## src/bqlp_pkg.sv

```systemverilog
// ----------------------------------------------------------------------------
// bqlp_pkg
// Shared types and constants for the biquad low-pass filter: coefficient
// format, register indexes, sequencer states and the datapath control bundle.
// ----------------------------------------------------------------------------
package bqlp_pkg;

  // coefficients are signed fixed point, fixed 24-bit container
  localparam int COEF_WIDTH = 24;
  localparam int NUM_COEFS  = 5;
  localparam int INDEX_BITS = 3;

  typedef logic signed [COEF_WIDTH-1:0] coef_t;

  // largest positive coefficient
  localparam coef_t COEF_MAX = {1'b0, {(COEF_WIDTH-1){1'b1}}};

  // register indexes on the configuration port
  typedef logic [INDEX_BITS-1:0] reg_index_t;
  localparam reg_index_t IDX_A0 = 3'd0;
  localparam reg_index_t IDX_A1 = 3'd1;
  localparam reg_index_t IDX_A2 = 3'd2;
  localparam reg_index_t IDX_B1 = 3'd3;
  localparam reg_index_t IDX_B2 = 3'd4;

  // operand pair fed to the shared multiplier
  typedef enum logic [2:0] {
    MUL_IN_A0 = 3'd0,
    MUL_X_A1  = 3'd1,
    MUL_Y_B1  = 3'd2,
    MUL_X_A2  = 3'd3,
    MUL_Y_B2  = 3'd4
  } mul_sel_t;

  // sequencer states, one-hot
  typedef enum logic [6:0] {
    ST_IDLE = 7'b0000001,
    ST_OUT  = 7'b0000010,
    ST_FB1  = 7'b0000100,
    ST_FB2  = 7'b0001000,
    ST_S2A  = 7'b0010000,
    ST_S2B  = 7'b0100000,
    ST_HOLD = 7'b1000000
  } state_t;

  // per-cycle control for the datapath
  typedef struct packed {
    mul_sel_t mul_sel;
    logic     load_x;     // capture input sample
    logic     calc_out;   // round and saturate output sample
    logic     acc1_init;  // acc1 = x*a1 + delay_second
    logic     acc1_sub;   // acc1 -= b1*y
    logic     d1_write;   // commit delay_first, start acc2
    logic     d2_write;   // commit delay_second
    logic     clear;      // zero both delay states
  } ctrl_t;

endpackage

```

## src/bqlp_datapath.sv

```systemverilog
// ----------------------------------------------------------------------------
// bqlp_datapath
// Shared multiplier, accumulators and the two delay states of the biquad.
// One product per cycle goes through a product register into the adders.
// ----------------------------------------------------------------------------
module bqlp_datapath #(
  parameter int SAMPLE_WIDTH   = 16,
  parameter int COEF_FRAC_BITS = 20
) (
  input  logic                           clk,
  input  logic                           rst,
  input  bqlp_pkg::ctrl_t                ctrl,
  input  logic signed [SAMPLE_WIDTH-1:0] sample_in,
  input  bqlp_pkg::coef_t                coef_a0,
  input  bqlp_pkg::coef_t                coef_a1,
  input  bqlp_pkg::coef_t                coef_a2,
  input  bqlp_pkg::coef_t                coef_b1,
  input  bqlp_pkg::coef_t                coef_b2,
  output logic signed [SAMPLE_WIDTH-1:0] y
);
  import bqlp_pkg::*;

  localparam int PW    = SAMPLE_WIDTH + COEF_WIDTH;  // product and state width
  localparam int SUMW  = PW + 1;
  localparam int ACC1W = PW + 2;
  localparam int ACC2W = PW + 1;
  localparam logic signed [SUMW-1:0] ROUND =
    {{(SUMW-1){1'b0}}, 1'b1} << (COEF_FRAC_BITS - 1);

  logic signed [SAMPLE_WIDTH-1:0] x;
  logic signed [SAMPLE_WIDTH-1:0] opa;
  coef_t                          opb;
  logic signed [PW-1:0]           prod;
  logic signed [PW-1:0]           p;
  logic signed [PW-1:0]           d1;
  logic signed [PW-1:0]           d2;
  logic signed [ACC1W-1:0]        acc1;
  logic signed [ACC2W-1:0]        acc2;
  logic signed [SUMW-1:0]         out_sum;
  logic signed [SUMW-1:0]         out_shift;
  logic signed [SAMPLE_WIDTH-1:0] y_sat;
  logic signed [ACC2W-1:0]        s2_sum;
  logic signed [PW-1:0]           d1_next;
  logic signed [PW-1:0]           d2_next;

  // operand select for the shared multiplier
  always_comb begin
    unique case (ctrl.mul_sel)
      MUL_IN_A0: begin opa = sample_in; opb = coef_a0; end
      MUL_X_A1:  begin opa = x;         opb = coef_a1; end
      MUL_Y_B1:  begin opa = y;         opb = coef_b1; end
      MUL_X_A2:  begin opa = x;         opb = coef_a2; end
      MUL_Y_B2:  begin opa = y;         opb = coef_b2; end
      default:   begin opa = x;         opb = coef_a0; end
    endcase
  end

  assign prod = opa * opb;

  // output sample: round half up, shift out the fraction, saturate
  assign out_sum   = SUMW'(p) + SUMW'(d1) + ROUND;
  assign out_shift = out_sum >>> COEF_FRAC_BITS;

  always_comb begin
    if (out_shift[SUMW-1:SAMPLE_WIDTH-1] != {(SUMW-SAMPLE_WIDTH+1){out_shift[SUMW-1]}}) begin
      y_sat = {out_shift[SUMW-1], {(SAMPLE_WIDTH-1){~out_shift[SUMW-1]}}};
    end else begin
      y_sat = out_shift[SAMPLE_WIDTH-1:0];
    end
  end

  // saturate new delay_first
  always_comb begin
    if (acc1[ACC1W-1:PW-1] != {(ACC1W-PW+1){acc1[ACC1W-1]}}) begin
      d1_next = {acc1[ACC1W-1], {(PW-1){~acc1[ACC1W-1]}}};
    end else begin
      d1_next = acc1[PW-1:0];
    end
  end

  // saturate new delay_second
  assign s2_sum = acc2 - ACC2W'(p);

  always_comb begin
    if (s2_sum[ACC2W-1:PW-1] != {(ACC2W-PW+1){s2_sum[ACC2W-1]}}) begin
      d2_next = {s2_sum[ACC2W-1], {(PW-1){~s2_sum[ACC2W-1]}}};
    end else begin
      d2_next = s2_sum[PW-1:0];
    end
  end

  // product register and working values
  always_ff @(posedge clk) begin
    p <= prod;
    if (ctrl.load_x) begin
      x <= sample_in;
    end
    if (ctrl.calc_out) begin
      y <= y_sat;
    end
    if (ctrl.acc1_init) begin
      acc1 <= ACC1W'(p) + ACC1W'(d2);
    end else if (ctrl.acc1_sub) begin
      acc1 <= acc1 - ACC1W'(p);
    end
    if (ctrl.d1_write) begin
      acc2 <= ACC2W'(p);
    end
  end

  // delay states
  always_ff @(posedge clk) begin
    if (rst || ctrl.clear) begin
      d1 <= '0;
      d2 <= '0;
    end else begin
      if (ctrl.d1_write) begin
        d1 <= d1_next;
      end
      if (ctrl.d2_write) begin
        d2 <= d2_next;
      end
    end
  end

endmodule

```

## src/biquad_lowpass_filter.sv

```systemverilog
// ----------------------------------------------------------------------------
// biquad_lowpass_filter
// Second-order IIR section, transposed direct form II, with programmable
// Q3.20 coefficients and one multiplier shared over five products per sample.
// The result enters the output register from state S2B, or from HOLD while the
// output is stalled. A new sample is taken only in IDLE, after five passes through
// the shared multiplier (the first in the accept cycle) and the commit of
// delay_second; a stalled output holds the next one.
// Reset: coefficients go to passthrough (a0 = 1.0), delay states to zero,
// output register empty. Any coefficient write also zeroes both delay states.
// ----------------------------------------------------------------------------
module biquad_lowpass_filter #(
  parameter int SAMPLE_WIDTH   = 16,
  parameter int COEF_FRAC_BITS = 20
) (
  input  logic                           clk,
  input  logic                           rst,
  input  logic                           cfg_we,
  input  bqlp_pkg::reg_index_t           cfg_index,
  input  bqlp_pkg::coef_t                cfg_data,
  input  logic                           in_valid,
  output logic                           in_stall,
  input  logic signed [SAMPLE_WIDTH-1:0] sample_in,
  output logic                           out_valid,
  input  logic                           out_stall,
  output logic signed [SAMPLE_WIDTH-1:0] sample_out
);
  import bqlp_pkg::*;

  localparam coef_t A0_RESET = (COEF_FRAC_BITS >= COEF_WIDTH - 1) ?
    COEF_MAX : coef_t'(1 << COEF_FRAC_BITS);

  state_t state;
  state_t state_next;
  ctrl_t  ctrl;
  coef_t  coef_a0;
  coef_t  coef_a1;
  coef_t  coef_a2;
  coef_t  coef_b1;
  coef_t  coef_b2;
  logic   cfg_hit;
  logic   in_xfer;
  logic   out_free;
  logic   out_load;
  logic signed [SAMPLE_WIDTH-1:0] y;

  assign in_stall = (state != ST_IDLE);
  assign in_xfer  = in_valid && !in_stall;
  assign out_free = !out_valid || !out_stall;
  assign out_load = ((state == ST_S2B) || (state == ST_HOLD)) && out_free;
  assign cfg_hit  = cfg_we && (cfg_index < reg_index_t'(NUM_COEFS));

  // coefficient registers
  always_ff @(posedge clk) begin
    if (rst) begin
      coef_a0 <= A0_RESET;
      coef_a1 <= '0;
      coef_a2 <= '0;
      coef_b1 <= '0;
      coef_b2 <= '0;
    end else if (cfg_we) begin
      unique case (cfg_index)
        IDX_A0:  coef_a0 <= cfg_data;
        IDX_A1:  coef_a1 <= cfg_data;
        IDX_A2:  coef_a2 <= cfg_data;
        IDX_B1:  coef_b1 <= cfg_data;
        IDX_B2:  coef_b2 <= cfg_data;
        default: ;
      endcase
    end
  end

  // sequencer: next state and datapath control
  always_comb begin
    state_next = state;
    ctrl       = '0;
    ctrl.mul_sel = MUL_IN_A0;
    ctrl.clear   = cfg_hit;
    unique case (state)
      ST_IDLE: begin
        ctrl.mul_sel = MUL_IN_A0;
        ctrl.load_x  = in_xfer;
        if (in_xfer) begin
          state_next = ST_OUT;
        end
      end
      ST_OUT: begin
        ctrl.mul_sel  = MUL_X_A1;
        ctrl.calc_out = 1'b1;
        state_next    = ST_FB1;
      end
      ST_FB1: begin
        ctrl.mul_sel   = MUL_Y_B1;
        ctrl.acc1_init = 1'b1;
        state_next     = ST_FB2;
      end
      ST_FB2: begin
        ctrl.mul_sel  = MUL_X_A2;
        ctrl.acc1_sub = 1'b1;
        state_next    = ST_S2A;
      end
      ST_S2A: begin
        ctrl.mul_sel  = MUL_Y_B2;
        ctrl.d1_write = 1'b1;
        state_next    = ST_S2B;
      end
      ST_S2B: begin
        ctrl.d2_write = 1'b1;
        state_next    = out_free ? ST_IDLE : ST_HOLD;
      end
      ST_HOLD: begin
        if (out_free) begin
          state_next = ST_IDLE;
        end
      end
      default: state_next = ST_IDLE;
    endcase
  end

  always_ff @(posedge clk) begin
    if (rst) begin
      state <= ST_IDLE;
    end else begin
      state <= state_next;
    end
  end

  // output register, taken on a transfer
  always_ff @(posedge clk) begin
    if (rst) begin
      out_valid <= 1'b0;
    end else if (out_load) begin
      out_valid <= 1'b1;
    end else if (!out_stall) begin
      out_valid <= 1'b0;
    end
  end

  always_ff @(posedge clk) begin
    if (out_load) begin
      sample_out <= y;
    end
  end

  bqlp_datapath #(
    .SAMPLE_WIDTH   (SAMPLE_WIDTH),
    .COEF_FRAC_BITS (COEF_FRAC_BITS)
  ) u_datapath (
    .clk       (clk),
    .rst       (rst),
    .ctrl      (ctrl),
    .sample_in (sample_in),
    .coef_a0   (coef_a0),
    .coef_a1   (coef_a1),
    .coef_a2   (coef_a2),
    .coef_b1   (coef_b1),
    .coef_b2   (coef_b2),
    .y         (y)
  );

endmodule
```

## config.mk

```make
export PLATFORM = sky130hd
export DESIGN_NAME = biquad_lowpass_filter
export DESIGN_NICKNAME = d
export VERILOG_FILES = /design/src/bqlp_pkg.sv /design/src/bqlp_datapath.sv /design/src/biquad_lowpass_filter.sv
export SDC_FILE = /design/constraint.sdc
export NUM_CORES = 2
export LEC_CHECK = 0
export BUFFER_PORTS_ARGS = -buffer_cell sky130_fd_sc_hd__clkbuf_2
export CORE_MARGIN = 5
export CORE_UTILIZATION = 40
export DETAILED_ROUTE_END_ITERATION = 8
export PLACE_DENSITY_LB_ADDON = 0.2
export SLEW_MARGIN = 20
export SYNTH_ARGS = -nofsm -noshare
export SYNTH_HDL_FRONTEND = slang
export SYNTH_SLANG_ARGS = --single-unit
```

## constraint.sdc

```tcl
create_clock -name clk -period 15.1 [get_ports clk]
set_input_delay 2.265 -clock clk [delete_from_list [all_inputs] [get_ports clk]]
set_output_delay 2.265 -clock clk [all_outputs]
set_load 0.01 [all_outputs]
```

Word-level counts from Yosys, hierarchy flattened
Index checks and enable logic that the tools add are counted.
{"block": "totals", "out_inout_bits": 18, "reg_bits": 378, "input_bits": 48}
{"block": "classes", "reduce_logical": 19, "n_eq_ne": 22, "bitwise_logic": 3, "mul": 1, "n_lt_le_gt_ge": 1, "addsub": 5, "mux": 20}
{"operator": "case mux 24 bit (4 select lines)", "n": 1}
{"operator": "two-way mux 42 bit", "n": 2}
{"operator": "adder 40 x 40 -> 41 bit", "n": 2}
{"operator": "two-way mux 40 bit", "n": 2}
{"operator": "case mux 7 bit (7 select lines)", "n": 1}
{"operator": "subtractor 42 x 40 -> 42 bit", "n": 1}
{"operator": "adder 41 x 21 -> 41 bit, second input constant", "n": 1}
{"operator": "subtractor 40 x 40 -> 41 bit", "n": 1}
{"operator": "multiplier 16 x 24 -> 40 bit", "n": 1}
{"operator": "case mux 16 bit (2 select lines)", "n": 1}
{"operator": "two-way mux 7 bit", "n": 3}
{"operator": "two-way mux 16 bit", "n": 1}
{"operator": "equality test 3 x 2 -> 1 bit, second input constant", "n": 4}
{"operator": "case mux 3 bit (4 select lines)", "n": 1}
{"operator": "AND reduction 2 bit", "n": 6}
{"operator": "two-way mux 1 bit", "n": 8}
{"operator": "equality test 7 x 1 -> 1 bit, second input constant", "n": 1}
{"operator": "equality test 7 x 2 -> 1 bit, second input constant", "n": 1}
{"operator": "equality test 7 x 3 -> 1 bit, second input constant", "n": 1}
{"operator": "equality test 7 x 4 -> 1 bit, second input constant", "n": 1}
{"operator": "equality test 7 x 5 -> 1 bit, second input constant", "n": 1}
{"operator": "equality test 7 x 6 -> 1 bit, second input constant", "n": 1}
{"operator": "equality test 7 bit, second input constant", "n": 1}
{"operator": "!= test 7 x 1 -> 1 bit, second input constant", "n": 1}
{"operator": "other kinds (15)", "n": 27}

Depth between registers and ports, before layout
{"block": "logic_depth", "depth_word": 6, "ltp_mapped": 36, "mapped_depth_nobuf": 33}

Hierarchy
From an unflattened synthesis, not the netlist that was laid out.
{"block": "hier_totals", "hier_cells": 4132, "hier_area_um2": 35770.6}
{"mod": "bqlp_datapath", "area_per_inst_um2": 30579.3, "seq_area_each_um2": 5825.6, "cells_per_inst": 3516, "instances": 1}
{"mod": "biquad_lowpass_filter", "area_per_inst_um2": 5191.2, "seq_area_each_um2": 3042.9, "cells_per_inst": 616, "instances": 1}

Worst setup path after synthesis
No wires, ideal clock.
{"block": "synth_timing", "path_type": "in2reg", "from": "in sample_in[2]", "to": "reg u_datapath.p[38]", "n_path_buf": 2, "arrival_ns": 8.453, "required_time_ns": 14.982, "setup_slack_ns": 6.529, "cell_stages": 26, "cell_sequence": "mux2i_1 > a21o_1 > clkbuf_1 > clkbuf_1 > nor2_1 > fa_1 > inv_1 > fa_1 > fa_1 > inv_1 > fa_1 > fa_1 > inv_1 > fa_1 > inv_1 > ha_1 > and3_1 > nand2_1 > or4_1 > o31a_1 > a31o_2 > o31ai_1 > a41oi_1 > o21ai_0 > a21oi_1 > xnor2_1"}
{"block": "synth_via", "elab_chain_cells": 2}
{"item": "start: declaration", "line_no": "biquad_lowpass_filter.sv:23", "rtl": "input logic signed [SAMPLE_WIDTH-1:0] sample_in,"}
{"item": "case mux 16 bit (2 select lines)", "line_no": "bqlp_datapath.sv:48", "rtl": "unique case (ctrl.mul_sel)"}
{"item": "multiplier 16 x 24 -> 40 bit", "line_no": "bqlp_datapath.sv:58", "rtl": "assign prod = opa * opb;"}
{"item": "net u_datapath.prod[38]", "line_no": "bqlp_datapath.sv:33", "rtl": "logic signed [PW-1:0] prod;"}
{"item": "end signal: assignment", "line_no": "bqlp_datapath.sv:94", "rtl": "p <= prod;"}
{"item": "end: declaration", "line_no": "bqlp_datapath.sv:34", "rtl": "logic signed [PW-1:0] p;"}
The timed path passes the listed nets, and every way through them passes these cells.
A chain may end at the register's enable or synchronous reset.

Worst setup path in the final report
{"block": "layout_timing", "from": "reg state[6]", "to": "reg u_datapath.p[39]"}
{"block": "layout_via", "elab_chain_cells": 6}
{"item": "start: declaration", "line_no": "biquad_lowpass_filter.sv:33", "rtl": "state_t state;"}
{"item": "start signal: assignment", "line_no": "biquad_lowpass_filter.sv:124", "rtl": "state <= state_next;"}
{"item": "equality test 7 x 5 -> 1 bit, or another cell as far along", "line_no": "biquad_lowpass_filter.sv:79", "rtl": "unique case (state)"}
{"item": "case mux 3 bit (4 select lines) (*)", "line_no": "biquad_lowpass_filter.sv:79"}
{"item": "equality test 3 x 2 -> 1 bit or equality test 3 bit (tied branches)", "line_no": "bqlp_datapath.sv:48"}
{"item": "OR reduction 2 bit (no line)"}
{"item": "case mux 16 bit (2 select lines)", "line_no": "bqlp_datapath.sv:48"}
{"item": "multiplier 16 x 24 -> 40 bit (*)", "line_no": "bqlp_datapath.sv:58"}
{"item": "net u_datapath.prod[39]", "line_no": "bqlp_datapath.sv:33"}
The timed path passes the listed nets; every way through them passes the cells marked *.

==> impl_results.md <==
- Slew HR: 24.4%
- Met2 wire length: approximately 46 mm
- Slowest stage delay, CP: between 0.7 and 0.8 ns
- Number of global-route vias before repair: 28800
- Die area: approximately 95000 sq um
- Worst-path clk slew: roughly 0.060 ns
- Ratio of cells with drive above 1 in the final layout: under 10%
- Final Non-Filler Cells: roughly 5300
- Min-Delay Path Class: reg2reg
- Post-synthesis net count: approximately 4800
- CP endpoint kind: flop
- Worst Tran Pin Value: ~1.1 ns
- Clock root buffer: clkbuf_16
- Arr. time, crit path: around 10 ns
- Final core utilization: 44.0%
- Global-route wire length before repair: around 160 mm
- FP Rows: about 110
- CTS Buffer Depth: 3
- Fraction of registers with async set/reset: 0%
- Library cells used by synthesis: between 80 and 90
- FMAX: around 0.10 GHz
- Crit Path Max Fanout: 69
- P per Cell Area: 145 nW/um^2
- DR WL met3: around 5.7 mm
- Routed WL: 103 mm
- Initial antenna violation count: 4
- Synth Warn #: 0
- Routed via count: between 20000 and 30000
- Crit Path Category: reg2reg
- Fin crit share: 66.3%
- WL met1: between 40 and 50 mm
- Area grow syn2layout: 9.20%
- Die height: ~310 um
- Startpoint Class: flop
- Hpwl dp: 80.5 mm
- Post-CTS Setup Bufs: 0
- CP required: 15.55 ns
- CTS tree: built
- Cell area after synthesis: about 36000 sq um
- Fin worst setup slack: just over 5 ns
- Setup repair after global routing missed its margin: false
- Die width: ~310 um
- Routed vias/inst: around 5.3
- Leakage power: approximately 18 nW
- I/O pins: between 60 and 70
- Dominant synthesized flop cell: dfxtp_1
- Grt ovf: 0
- Clock Sinks: 378
- Critical path's slowest cell: a31oi_1
- Gr usage total: between 20% and 30%
- H-tree depth: 2
- Final #Nets: just under 5000
- # DRC: 0
- Post-placement cell count: between 5000 and 6000
- Core area: ~89000 sq um
- Max-cap violations: 0
- 1st-iter DRT viols: ~1800
- Pin count of the biggest net entering global routing: 73
- GP Congestion: a little under 0.9
- Final Skew: ~0.030 ns
- Final Hold Violating Endpoints: 0
- Cells after Synth: 4105
- Status: finished clean
- Minimum clock period: 10.01 ns
- Post-synth EDFFs: 130
- CTS Hold Bufs: 0
- Starting density of the core: between 40 and 50%
- Detailed Routing Iterations Pass 1: 6
- Top sig layer: met5
- Hold_ws: ~0.45 ns
- Post-route antenna net violation count: 0
- Gates resized, CTS repair: 0
- Peak supply drop: about 0.000085 V
- Input/output buffers: 65
- Total CTS buffers: 47
- Clk Latency, worst-skew pair: about 0.6 ns
- Final Max Slew Viols: 0
- Final-report setup violation count: 0
- Register area share after synthesis: roughly a quarter
- FF+latch count, synth: between 300 and 400
- Post-Route Setup TNS: 0 ns
- Pre-CTS setup slack: 5.12 ns
- Avg WL per Cell: about 19 um
- Mean post-synth cell area: around 8.7 sq um
-- report_power, final --
group          switching, mW  leakage (nW)  internal [mW]  total (mW)
logic                   1.85          13.6           1.30        3.15
registers              0.101          3.19           1.19        1.29
clock network          0.475         0.799          0.737        1.21
total                   2.43          17.6           3.23        5.65
-- metal layers --
metal	vias up	global-route usage [%]
met5	-	0
met4	4	6.43
met3	158	2.87
met2	726	34.9
met1	13800	31.1
li1	13700	-
-- final timing paths --
| check | start | to | slack (ns) | cells after the start |
|---|---|---|---|---|
| min | coef_b1[13]$_SDFFE_PP0P_ | coef_b1[13]$_SDFFE_PP0P_ | 0.45 | 2 |
| min reg2reg | coef_b1[13]$_SDFFE_PP0P_ | coef_b1[13]$_SDFFE_PP0P_ | 0.45 | 2 |
| max | state[6]$_SDFFE_PP0P_ | u_datapath.p[39]$_DFF_P_ | 5.09 | 33 |
| max reg2reg | state[6]$_SDFFE_PP0P_ | u_datapath.p[39]$_DFF_P_ | 5.09 | 33 |
-- through the flow --
step	area, sq um	power [mW]
floorplan	35700	3.66
global placement	37300	4.41
detailed placement	37300	4.43
CTS	39000	5.67
global route	39000	6.16
finish	39000	5.65
-- critical path: cells and delay by family (launching register included) --
| kind | cells | cell delay [ns] |
|---|---|---|
| XOR/XNOR | 1 | 0.13 |
| adder cells (fa/ha/maj) | 7 | 3.39 |
| flip-flops | 1 | 0.35 |
| buffers and inverters | 8 | 0.96 |
| AND/OR/NAND/NOR | 9 | 2.70 |
| AO/OA/AOI/OAI | 8 | 2.30 |
-- cells in the mapped netlist, drive strengths merged (21+ instances only) --
cell type  count  share of area (%)
o21bai        28               0.59
xor2          53                1.3
xnor2        106                2.6
nor2         334                3.5
and2          21               0.37
mux2i         22               0.62
nor3          26               0.36
a31o          25               0.61
dfxtp        248                 14
nand2        580                6.1
a22oi         51                1.1
ha           296                 10
o21ai        185                2.6
clkbuf       142                1.5
nor2b         35               0.61
nand2b        44               0.77
a31oi         36               0.63
edfxtp       130                 11
a21oi        375                5.3
a21o         121                2.5
inv          542                5.7
fa           377                 21
buf           26               0.37
nand4         23               0.40
o21a          23               0.48
nand3         41               0.57
-- cell families (layout without fill, tap and decap cells) --
kind of cell	Yosys count	count (layout)	share of synthesized area (%)
AND/OR/NAND/NOR	1190	1190	14.4
AO/OA/AOI/OAI	967	967	16.9
buffers and inverters	710	746	7.57
adder cells (fa/ha/maj)	679	679	31.7
flip-flops	378	378	24.8
XOR/XNOR	159	159	3.92
multiplexers	22	22	0.617
other	0	1	0
-- flip-flops by register name, summed over array words and instances, names as in the netlist, 7 cells and up --
register,flops
state,7
u_datapath.y,16
u_datapath.acc1,42
u_datapath.d2,40
u_datapath.x,16
u_datapath.acc2,40
sample_out,16
coef_b2,24
coef_a0,24
coef_a2,24
u_datapath.d1,40
u_datapath.p,40
coef_b1,24
coef_a1,24
-- placed cells by master, fill, tap and decap left out, drive strengths merged, types with 9 or more instances in the layout --
cell type / instances
nand2b: 44
and3: 20
a21o: 121
a31oi: 36
inv: 543
xnor2: 106
nand3b: 9
xor2: 53
nor3: 26
nand3: 41
mux2i: 22
and2: 21
a22oi: 51
o31ai: 11
dfxtp: 248
a21oi: 375
o21a: 23
clkbuf: 126
a211oi: 20
o21bai: 28
nand4: 23
or2: 16
o21ai: 185
nor2: 334
buf: 56
nand2: 580
o211ai: 13
edfxtp: 130
fa: 377
a31o: 25
ha: 296
or3: 11
clkinv: 12
nor2b: 35
a211o: 9
-- layout make-up --
cell class | instances | area (sq um)
flip-flops and latches | 378 | 8870
repair buffers | 120 | 741
fillers | 8806 | 49500
multi-input cells | 3017 | 24200
well taps | 1165 | 1460
clock inverters | 22 | 327
clock buffers | 62 | 1320
diodes | 1 | 2.50
inverters | 542 | 2040
Note: power is estimated with default switching activity, not from simulation.
